==> config.mk <==
export PLATFORM = sky130hd
export DESIGN_NAME = stepper_ramp_pulse_generator
export DESIGN_NICKNAME = d
export VERILOG_FILES = /design/src/rtl/stprg_pkg.sv /design/src/rtl/stprg_div.sv /design/src/rtl/stepper_ramp_pulse_generator.sv
export SDC_FILE = /design/constraint.sdc
export NUM_CORES = 2
export LEC_CHECK = 0
export BUFFER_PORTS_ARGS = -buffer_cell sky130_fd_sc_hd__buf_2
export CORE_MARGIN = 1
export CORE_UTILIZATION = 30
export CTS_BUF_LIST = sky130_fd_sc_hd__clkbuf_8
export DETAILED_ROUTE_END_ITERATION = 16
export GPL_ROUTABILITY_DRIVEN = 0
export PLACE_DENSITY = 0.5
export RECOVER_POWER = 50
export SYNTH_ARGS = -nofsm -noshare
export SYNTH_HDL_FRONTEND = slang
export SYNTH_SLANG_ARGS = --single-unit
==> constraint.sdc <==
create_clock -name i_clk -period 14.8 [get_ports i_clk]
set_clock_uncertainty 0.15 [all_clocks]
set_input_delay 0 -clock i_clk [delete_from_list [all_inputs] [get_ports i_clk]]
set_output_delay 0 -clock i_clk [all_outputs]
set_load 0.05 [all_outputs]
==> src/rtl/stprg_pkg.sv <==
// ----------------------------------------------------------------------------
// stprg_pkg
// Shared widths, register indexes, reset values and control types for the
// stepper ramp pulse generator.
// ----------------------------------------------------------------------------
package stprg_pkg;

    localparam int INTV_W    = 20;
    localparam int RAMP_W    = 20;
    localparam int SPR_W     = 16;
    localparam int REVS_W    = 16;
    localparam int TIME_W    = 32;
    localparam int CNT_W     = 32;
    localparam int CFG_IDX_W = 2;
    localparam int CFG_DAT_W = 20;
    localparam int PROD_W    = INTV_W + RAMP_W;

    localparam logic [CFG_IDX_W-1:0] CFG_BASE_INTERVAL = 2'd0;
    localparam logic [CFG_IDX_W-1:0] CFG_RAMP_STEPS    = 2'd1;
    localparam logic [CFG_IDX_W-1:0] CFG_STEPS_PER_REV = 2'd2;

    localparam logic [INTV_W-1:0] BASE_INTERVAL_RST = 20'd1000;
    localparam logic [RAMP_W-1:0] RAMP_STEPS_RST    = 20'd0;
    localparam logic [SPR_W-1:0]  STEPS_PER_REV_RST = 16'd200;

    localparam logic REQ_TICK  = 1'b0;
    localparam logic REQ_START = 1'b1;

    typedef struct packed {
        logic start;
    } t_div_ctl;

    typedef struct packed {
        logic busy;
        logic done;
    } t_div_sts;

endpackage

==> src/rtl/stprg_div.sv <==
// ----------------------------------------------------------------------------
// stprg_div
// Ramp interval unit: registers base * distance, then runs a restoring
// divide by the ramp length, one quotient bit per cycle.
// ----------------------------------------------------------------------------
module stprg_div (
    input  logic                           i_clk,
    input  logic                           i_rst_n,
    input  stprg_pkg::t_div_ctl            i_ctl,
    input  logic [stprg_pkg::INTV_W-1:0]   i_base,
    input  logic [stprg_pkg::RAMP_W-1:0]   i_dist,
    input  logic [stprg_pkg::RAMP_W-1:0]   i_ramp,
    output stprg_pkg::t_div_sts            o_sts,
    output logic [stprg_pkg::INTV_W-1:0]   o_quot
);
    import stprg_pkg::*;

    localparam int ITER_N = INTV_W;
    localparam int CNT_BW = $clog2(ITER_N);

    typedef enum logic [3:0] {
        D_IDLE = 4'b0001,
        D_LOAD = 4'b0010,
        D_ITER = 4'b0100,
        D_DONE = 4'b1000
    } t_dstate;

    t_dstate             r_state, n_state;
    logic [PROD_W-1:0]   r_prod, n_prod;
    logic [RAMP_W-1:0]   r_rem, n_rem;
    logic [INTV_W-1:0]   r_quo, n_quo;
    logic [CNT_BW-1:0]   r_cnt, n_cnt;
    logic [RAMP_W:0]     w_trial;
    logic                w_ge;

    assign w_trial = {r_rem, r_quo[INTV_W-1]};
    assign w_ge    = (w_trial >= {1'b0, i_ramp});

    always_comb begin
        n_state = r_state;
        n_prod  = r_prod;
        n_rem   = r_rem;
        n_quo   = r_quo;
        n_cnt   = r_cnt;
        case (r_state)
            D_IDLE: begin
                if (i_ctl.start) begin
                    n_prod  = PROD_W'(i_base) * PROD_W'(i_dist);
                    n_state = D_LOAD;
                end
            end
            D_LOAD: begin
                n_rem   = r_prod[PROD_W-1:INTV_W];
                n_quo   = r_prod[INTV_W-1:0];
                n_cnt   = '0;
                n_state = D_ITER;
            end
            D_ITER: begin
                if (w_ge) begin
                    n_rem = RAMP_W'(w_trial - {1'b0, i_ramp});
                end else begin
                    n_rem = w_trial[RAMP_W-1:0];
                end
                n_quo = {r_quo[INTV_W-2:0], w_ge};
                n_cnt = CNT_BW'(r_cnt + 1'b1);
                if (r_cnt == CNT_BW'(ITER_N - 1)) begin
                    n_state = D_DONE;
                end
            end
            D_DONE: begin
                n_state = D_IDLE;
            end
            default: begin
                n_state = D_IDLE;
            end
        endcase
    end

    always_ff @(posedge i_clk) begin
        if (!i_rst_n) begin
            r_state <= D_IDLE;
            r_cnt   <= '0;
        end else begin
            r_state <= n_state;
            r_cnt   <= n_cnt;
        end
        r_prod <= n_prod;
        r_rem  <= n_rem;
        r_quo  <= n_quo;
    end

    assign o_sts.busy = (r_state != D_IDLE);
    assign o_sts.done = (r_state == D_DONE);
    assign o_quot     = r_quo;

    a_rem_below_divisor: assert property (@(posedge i_clk) disable iff (!i_rst_n)
        (r_state == D_ITER) |-> (r_rem < i_ramp))
        else $error("partial remainder not below divisor");

    a_start_when_idle: assert property (@(posedge i_clk) disable iff (!i_rst_n)
        i_ctl.start |-> (r_state == D_IDLE))
        else $error("divide started while busy");

    a_done_after_iter: assert property (@(posedge i_clk) disable iff (!i_rst_n)
        (r_state == D_DONE) |-> $past(r_state == D_ITER))
        else $error("done without iteration");

endmodule

==> src/rtl/stepper_ramp_pulse_generator.sv <==
// ----------------------------------------------------------------------------
// stepper_ramp_pulse_generator
// Step pulse generator with linear ramp intervals, driven by start and
// timestamp tick requests.
// States: a start goes from idle straight to the result; a tick goes to a
// check, and a step with ramps on then to a ramp state; a ramp step then
// waits for the interval divider (multiply, load, 20 restoring iterations).
// While a request is in progress no new one is taken.
// A new request is taken the cycle after the result is taken.
// Reset (synchronous, active low) restores register defaults and clears
// step count, target and last step time.
// ----------------------------------------------------------------------------
module stepper_ramp_pulse_generator (
    input  logic                              i_clk,
    input  logic                              i_rst_n,
    input  logic                              i_cfg_we,
    input  logic [stprg_pkg::CFG_IDX_W-1:0]   i_cfg_idx,
    input  logic [stprg_pkg::CFG_DAT_W-1:0]   i_cfg_data,
    input  logic                              i_valid,
    output logic                              o_stall,
    input  logic                              i_req_type,
    input  logic [stprg_pkg::TIME_W-1:0]      i_now_us,
    input  logic [stprg_pkg::REVS_W-1:0]      i_revolutions,
    output logic                              o_valid,
    input  logic                              i_stall,
    output logic                              o_step_pulse,
    output logic                              o_moving,
    output logic [stprg_pkg::CNT_W-1:0]       o_position
);
    import stprg_pkg::*;

    typedef enum logic [4:0] {
        S_IDLE  = 5'b00001,
        S_CHECK = 5'b00010,
        S_RAMP  = 5'b00100,
        S_WAIT  = 5'b01000,
        S_OUT   = 5'b10000
    } t_state;

    t_state             r_state, n_state;
    logic [INTV_W-1:0]  r_base, n_base;
    logic [RAMP_W-1:0]  r_ramp, n_ramp;
    logic [SPR_W-1:0]   r_spr, n_spr;
    logic [CNT_W-1:0]   r_count, n_count;
    logic [CNT_W-1:0]   r_target, n_target;
    logic [INTV_W-1:0]  r_interval, n_interval;
    logic [TIME_W-1:0]  r_last, n_last;
    logic [TIME_W-1:0]  r_now, n_now;
    logic               r_pulse, n_pulse;

    logic [TIME_W-1:0]  w_elapsed;
    logic               w_fire;
    logic               w_accel;
    logic               w_decel;
    logic [CNT_W:0]     w_tail;
    logic [RAMP_W-1:0]  w_dist;
    t_div_ctl           w_div_ctl;
    t_div_sts           w_div_sts;
    logic [INTV_W-1:0]  w_quot;

    assign w_elapsed = r_now - r_last;
    assign w_fire    = (r_count < r_target) && (w_elapsed >= TIME_W'(r_interval));
    assign w_accel   = (r_count < CNT_W'(r_ramp));
    assign w_tail    = {1'b0, r_count} + (CNT_W + 1)'(r_ramp);
    assign w_decel   = (w_tail > {1'b0, r_target});

    always_comb begin
        if (w_accel) begin
            w_dist = RAMP_W'(r_ramp - r_count[RAMP_W-1:0]);
        end else begin
            w_dist = RAMP_W'(w_tail - {1'b0, r_target});
        end
    end

    assign w_div_ctl.start = (r_state == S_RAMP) && (w_accel || w_decel);

    stprg_div u_div (
        .i_clk   (i_clk),
        .i_rst_n (i_rst_n),
        .i_ctl   (w_div_ctl),
        .i_base  (r_base),
        .i_dist  (w_dist),
        .i_ramp  (r_ramp),
        .o_sts   (w_div_sts),
        .o_quot  (w_quot)
    );

    always_comb begin
        n_state    = r_state;
        n_base     = r_base;
        n_ramp     = r_ramp;
        n_spr      = r_spr;
        n_count    = r_count;
        n_target   = r_target;
        n_interval = r_interval;
        n_last     = r_last;
        n_now      = r_now;
        n_pulse    = r_pulse;
        case (r_state)
            S_IDLE: begin
                if (i_valid) begin
                    if (i_req_type == REQ_START) begin
                        n_target = CNT_W'(r_spr) * CNT_W'(i_revolutions);
                        n_count  = '0;
                        n_pulse  = 1'b0;
                        n_state  = S_OUT;
                    end else begin
                        n_now   = i_now_us;
                        n_state = S_CHECK;
                    end
                end
            end
            S_CHECK: begin
                if (w_fire) begin
                    n_pulse = 1'b1;
                    n_last  = r_now;
                    if (r_ramp == '0) begin
                        n_interval = r_base;
                        n_count    = r_count + 1'b1;
                        n_state    = S_OUT;
                    end else begin
                        n_state = S_RAMP;
                    end
                end else begin
                    n_pulse = 1'b0;
                    n_state = S_OUT;
                end
            end
            S_RAMP: begin
                if (w_accel || w_decel) begin
                    n_state = S_WAIT;
                end else begin
                    n_interval = r_base;
                    n_count    = r_count + 1'b1;
                    n_state    = S_OUT;
                end
            end
            S_WAIT: begin
                if (w_div_sts.done) begin
                    n_interval = w_quot;
                    n_count    = r_count + 1'b1;
                    n_state    = S_OUT;
                end
            end
            S_OUT: begin
                if (!i_stall) begin
                    n_state = S_IDLE;
                end
            end
            default: begin
                n_state = S_IDLE;
            end
        endcase
        if (i_cfg_we) begin
            case (i_cfg_idx)
                CFG_BASE_INTERVAL: begin
                    n_base     = i_cfg_data[INTV_W-1:0];
                    n_interval = i_cfg_data[INTV_W-1:0];
                end
                CFG_RAMP_STEPS: begin
                    n_ramp = i_cfg_data[RAMP_W-1:0];
                end
                CFG_STEPS_PER_REV: begin
                    n_spr = i_cfg_data[SPR_W-1:0];
                end
                default: begin
                end
            endcase
        end
    end

    always_ff @(posedge i_clk) begin
        if (!i_rst_n) begin
            r_state    <= S_IDLE;
            r_base     <= BASE_INTERVAL_RST;
            r_ramp     <= RAMP_STEPS_RST;
            r_spr      <= STEPS_PER_REV_RST;
            r_count    <= '0;
            r_target   <= '0;
            r_interval <= BASE_INTERVAL_RST;
            r_last     <= '0;
            r_pulse    <= 1'b0;
        end else begin
            r_state    <= n_state;
            r_base     <= n_base;
            r_ramp     <= n_ramp;
            r_spr      <= n_spr;
            r_count    <= n_count;
            r_target   <= n_target;
            r_interval <= n_interval;
            r_last     <= n_last;
            r_pulse    <= n_pulse;
        end
        r_now <= n_now;
    end

    assign o_stall      = (r_state != S_IDLE);
    assign o_valid      = (r_state == S_OUT);
    assign o_step_pulse = r_pulse;
    assign o_moving     = (r_count < r_target);
    assign o_position   = r_count;

    a_count_within_target: assert property (@(posedge i_clk) disable iff (!i_rst_n)
        r_count <= r_target)
        else $error("step count beyond move target");

    a_done_only_waiting: assert property (@(posedge i_clk) disable iff (!i_rst_n)
        w_div_sts.done |-> (r_state == S_WAIT))
        else $error("divider result with no step waiting");

    a_pulse_has_position: assert property (@(posedge i_clk) disable iff (!i_rst_n)
        (o_valid && o_step_pulse) |-> (o_position != '0))
        else $error("step reported with zero position");

    a_wait_divider_busy: assert property (@(posedge i_clk) disable iff (!i_rst_n)
        (r_state == S_WAIT) |-> w_div_sts.busy)
        else $error("waiting on an idle divider");

endmodule

* After elaboration in Yosys (flattened, before gate mapping) *
Cells that the tools add are included.

storage, ports and cells
  flip-flop bits (word level) = 299
  bits in latches = 0
  bits in writable memories = 0
  bits in read-only memories = 0
  input bits = 76
  output and inout port bits = 36
  word-level logic and storage cells = 105
  memories kept = 0

operators by class
  $add $sub $neg = 7
  $mul = 2
  div/mod/pow operators = 0
  order comparisons = 5
  equality and inequality tests = 22
  shift operators = 0
  multiplexer cells = 34
  bitwise gates (word level) = 1
  reductions and logical operators = 19

operators by type and width
  cell                   number
  $mux 32                6
  $mux 20                8
  $pmux 32 s4            1
  $pmux 20 s2            2
  $pmux 20 s3            1
  $sub 20x20->20         3
  $mul 20x20->40         1
  $mux 5                 7
  $add 32x20->33         1
  $gt 33x32->1           1
  $add 32x1->32 const B  1
  $ge 32x20->1           1
  $lt 32x20->1           1
  $lt 32x32->1           1
  $mul 16x16->32         1
  $sub 32x32->32         1
  $pmux 5 s5             1
  $ge 21x20->1           1
  $logic_not 20->1       1
  $ne 2x2->1 const B     6
  $pmux 4 s3             1
  $reduce_and 2->1       6
  $reduce_and 3->1       4
  $eq 5x5->1 const B     2
  24 further kinds       31

* Longest topological paths before layout *
  depth after elaboration = 7
  gate-level depth with buffers = 50
  depth with buffers taken out = 49

* Hierarchy *
From an unflattened synthesis, not the netlist that was laid out.

unflattened totals
  cell total of the unflattened synthesis = 4,834
  area total of the unflattened synthesis = 41,878.9 µm²

by module, submodules not included
  module                        instances  cells an instance  area each (µm²)  sequential area each (µm²)
  stepper_ramp_pulse_generator  1          2,902              23,961.7         4,524.3
  stprg_div                     1          1,932              17,917.2         2,582.5

* Worst setup path before layout *
Ideal clock, no wire load.

  path type = register to register
  from = register r_count[1] (netlist: o_position[1])
  to = register u_div.r_prod[39], data pin
  setup time = 0.260 ns
  arrival time = 10.511 ns
  data required time = 14.390 ns
  setup slack = 3.879 ns
  cell stages (with the launch flop) = 44
  buffers on the path = 0
  period minus slack after synthesis = 10.921 ns
  path through = dfxtp_1 -> inv_1 -> ha_1 -> nand2b_1 -> a21oi_1 -> nor2_1 -> o21bai_1 -> a21oi_1 -> o21ba_2 -> o211ai_1 -> nand2_1 -> a21oi_1 -> nor2_1 -> xor2_1 -> ha_1 -> and4_1 -> a221oi_1 -> a21boi_0 -> [8 not listed] -> fa_1 -> fa_1 -> fa_1 -> inv_1 -> fa_1 -> inv_1 -> ha_1 -> inv_1 -> o21bai_1 -> a21o_1 -> a21oi_1 -> o21ai_1 -> or4b_2 -> o21ai_1 -> o21ai_0 -> a211o_1 -> a21oi_1 -> xnor2_1

between the ends
  cells in the longest elaborated chain, start to end = 4
  elaborated cells on any way between the ends = 6
  those cells by class = 3 x add/sub; 1 x mul; 1 x order compare; 1 x mux

ends and longest elaborated chain
  element                 RTL line                             RTL
  start, declared         stepper_ramp_pulse_generator.sv:44   logic [CNT_W-1:0] r_count, n_count;
  start signal, assigned  stepper_ramp_pulse_generator.sv:188  r_count <= n_count;
  $add 32x20->33          stepper_ramp_pulse_generator.sv:64   assign w_tail = {1'b0, r_count} + (CNT_W + 1)'(r_ramp);
  $sub 20x20->20          stepper_ramp_pulse_generator.sv:71   w_dist = RAMP_W'(w_tail - {1'b0, r_target});
  $mux 20 (*)             stepper_ramp_pulse_generator.sv:68   if (w_accel) begin
  $mul 20x20->40 (*)      stprg_div.sv:48                      n_prod = PROD_W'(i_base) * PROD_W'(i_dist);
  end signal, assigned    stprg_div.sv:87                      r_prod <= n_prod;
  end, declared           stprg_div.sv:29                      logic [PROD_W-1:0] r_prod, n_prod;

Mark *: on every way between the ends. The rest lies on a longest branch, timed or not.
A chain may end at the register's enable or synchronous reset.

* Final worst setup path *
Ends and elaborated chain as after synthesis.

==> out/summary.txt <==
Outcome: complete, but fails checks
Failing checks: capacitance limit, slew limit
Period utilization: 80.2%
Number of library cell types mapped by synthesis: 87
WHS: 0.0599 ns
Yosys warns: 0
Critical Path Source Type: register
Crit path max-delay cell type: or4b_2
Clock Latency Late Sink: 0.67 ns
Die Y-Extent: 373 um
Num rows: 135
Required @ worst endpoint: 15.07 ns
RR Endpoint: u_div.r_prod[39]$_DFFE_PP_
GRT Resource Usage Total: 18.3%
Crit path DAT: 12.13 ns
Multi-input logic area: 30600 sq um
Fmax: 84.3 MHz
Final hold violations: 0
Number of max-cap violations: 6
Setup crit start: o_position[1]$_SDFFE_PN0P_
Synth Register Bits: 299
Nets: 6025
Via/cell ratio: 4.95
Antenna violations before repair: 9
Min-delay worst type: in -> reg
Vias: 33700
Number of synthesized flops with an enable pin: 112
WL/cell: 18.8 um
Port Buffer Count: 111
Worst Tran Pin Value: 4.12 ns
Finish-stage setup viols: 0
Sequential element share of the synthesized area: 17.2%
Full die area: 139000 sq um
Filler cell count: 14400
Most common cell after layout, fill and taps aside: nand2_1
Synthesized area per cell: 8.51 sq um
Storage element area: 7110 sq um
Syn Inst Count: 4856
Asr flop ratio synth: 0%
RSZ-0062 raised after global routing: false
Routed wire length: 128000 um
Die X: 373 um
Maximum root-to-sink buffer count: 3
First-pass GRT wire length: 200000 um
GRT overflow: 0
Most frequent cells in the layout: nand2_1 (788), inv_1 (773), fa_1 (519), ha_1 (449), a21oi_1 (275)
Post-synth top flop: dfxtp_1
Initial Util: 30.4%
Clock transition at path regs: 0.06 ns
Delay of the slowest critical-path stage: 0.63 ns
Min cycle time layout: 11.86 ns
CTS Buf Count: 54
Placed cell area: 43900 sq um
Detailed Route Iter0 Violations: 2156
R2R Setup Slk: 2.94 ns
Syn nets: 5900
CTS tree: yes
R2R depth: 46
Number of global-route vias before repair: 34000
Core Region: 136000 sq um
Largest net degree at the start of global routing: 83
Setup Fix Bufs, Post-CTS: 0
ANT nets after route: 0
Detailed Routing Iterations Pass 1: 5
Max_slew headroom: -175%
Crit. End Element: register
Post-route DRC: 0
CTS root buf: clkbuf_8
Final TNS setup: 0 ns
Post-Syn Area: 41300 sq um
Final Slew Violations: 317
Sink Count: 299
Synth-to-layout area growth: 11.4%
Crit path capture: u_div.r_prod[39]$_DFFE_PP_
Layout cells sized above 1: 5.39%
WS Path Type: reg -> reg
CP Max Fanout: 12
Design area: 46000 sq um
Reg-to-Reg Start: o_position[1]$_SDFFE_PN0P_
# IOs: 112
H-tree Lvls: 2
DPL Wire Length: 100000 um
==> Yosys cell counts, drive strengths merged, types with 7 or more instances <==
cell    instances  area [sq um]
or4             8          60.1
a31oi          15           100
and3           23           144
clkbuf        202           758
o211ai         37           283
or3            27           169
a211o          13           114
nand3          72           360
nand4          35           219
a21o           63           473
xor2           52           455
nor3           53           265
fa            519         10400
nor3b           7          52.6
nor2          188           706
ha            449          5620
inv           756          2840
o21a           33           248
o21bai         29           218
a211oi         27           208
buf            25           131
nor4           25           171
nand2         789          2960
a21boi         12          90.1
and2          241          1510
nand2b         19           119
a21oi         283          1420
a221o          11           110
and4           10          87.6
o31ai          13           103
or2             7          43.8
mux2i          65           651
o31a           10          87.6
xnor2         120          1050
dfxtp         187          3740
nor2b          43           269
edfxtp        112          3360
o21ai         183           923
a221oi          7          61.3
o22ai          13          81.3
==> final cells by class <==
class | instances | share of cell area, %
sequential | 299 | 15.4
tap | 1781 | 4.84
multi-input combinational | 3574 | 66.4
inverter | 756 | 6.17
clock inverter | 37 | 0.568
timing repair buffer | 296 | 4.68
antenna | 3 | 0.0163
clock buffer | 63 | 1.88
==> how the worst min path moves through the flow <==
stage	cells after the start	startpoint	slack, ns	end
2_1_floorplan	1	i_req_type	-0.07	r_state[1]$_SDFFE_PN0P_
3_3_place_gp	1	i_now_us[5]	0.03	r_now[5]$_DFFE_PP_
3_5_place_dp	1	i_now_us[24]	0.03	r_now[24]$_DFFE_PP_
4_1_cts	5	i_revolutions[1]	0.004	r_target[1]$_SDFFE_PN0P_
5_1_grt	4	i_cfg_data[17]	0.09	r_ramp[17]$_SDFFE_PN0P_
6_report	5	i_revolutions[1]	0.06	r_target[1]$_SDFFE_PN0P_
==> registers in the layout (all words and copies together) (netlist names) <==
name	count
o_step_pulse	1
u_div.r_cnt	5
r_interval	20
r_ramp	20
r_last	32
u_div.r_state	4
r_spr	16
o_position	32
r_now	32
u_div.r_prod	40
u_div.o_quot	20
u_div.r_rem	20
r_state	5
r_base	20
r_target	32
==> critical path, delay by kind of cell, from the launching register on <==
kind            cells  cell delay (ns)
xor+xnor            3             0.40
flops               1             0.53
simple gates        7             1.27
buf+inv             7             0.74
compound gates     19             4.14
fa+ha+maj          10             4.42
==> routing by layer <==
| metal | track usage [%] | up-vias | wire length [um] |
|---|---|---|---|
| met1 | 24.8 | 16800 | 58400 |
| li1 | - | 16000 | - |
| met5 | 0 | - | 80 |
| met2 | 30.9 | 687 | 60400 |
| met4 | 4.61 | 10 | 3490 |
| met3 | 2.06 | 157 | 5530 |
==> logic make-up after synthesis <==
group | synth area share (%)
flops | 17.2
xor+xnor | 3.65
fa+ha+maj | 38.7
buf+inv | 9.02
simple gates | 17.8
compound gates | 12.0
mux | 1.66
==> metrics by stage <==
stage          setup WS [ns]  util, %  std cells
5_1_grt                 2.18     33.8       6809
3_3_place_gp            3.15     32.2       6595
6_report                2.94     33.8       6809
4_1_cts                 2.94     33.9       6806
2_1_floorplan           3.88        -       4856
3_5_place_dp            2.97     32.2       6595
==> repair_timing <==
item / 4_1_cts / 5_1_grt
resized for setup: 0 / 0
hold endpoints to repair: 183 / 0
hold buffers: 111 / 0
Power is not shown: default switching activity piles up to over one toggle a cycle in this logic, so the estimate is an artifact.
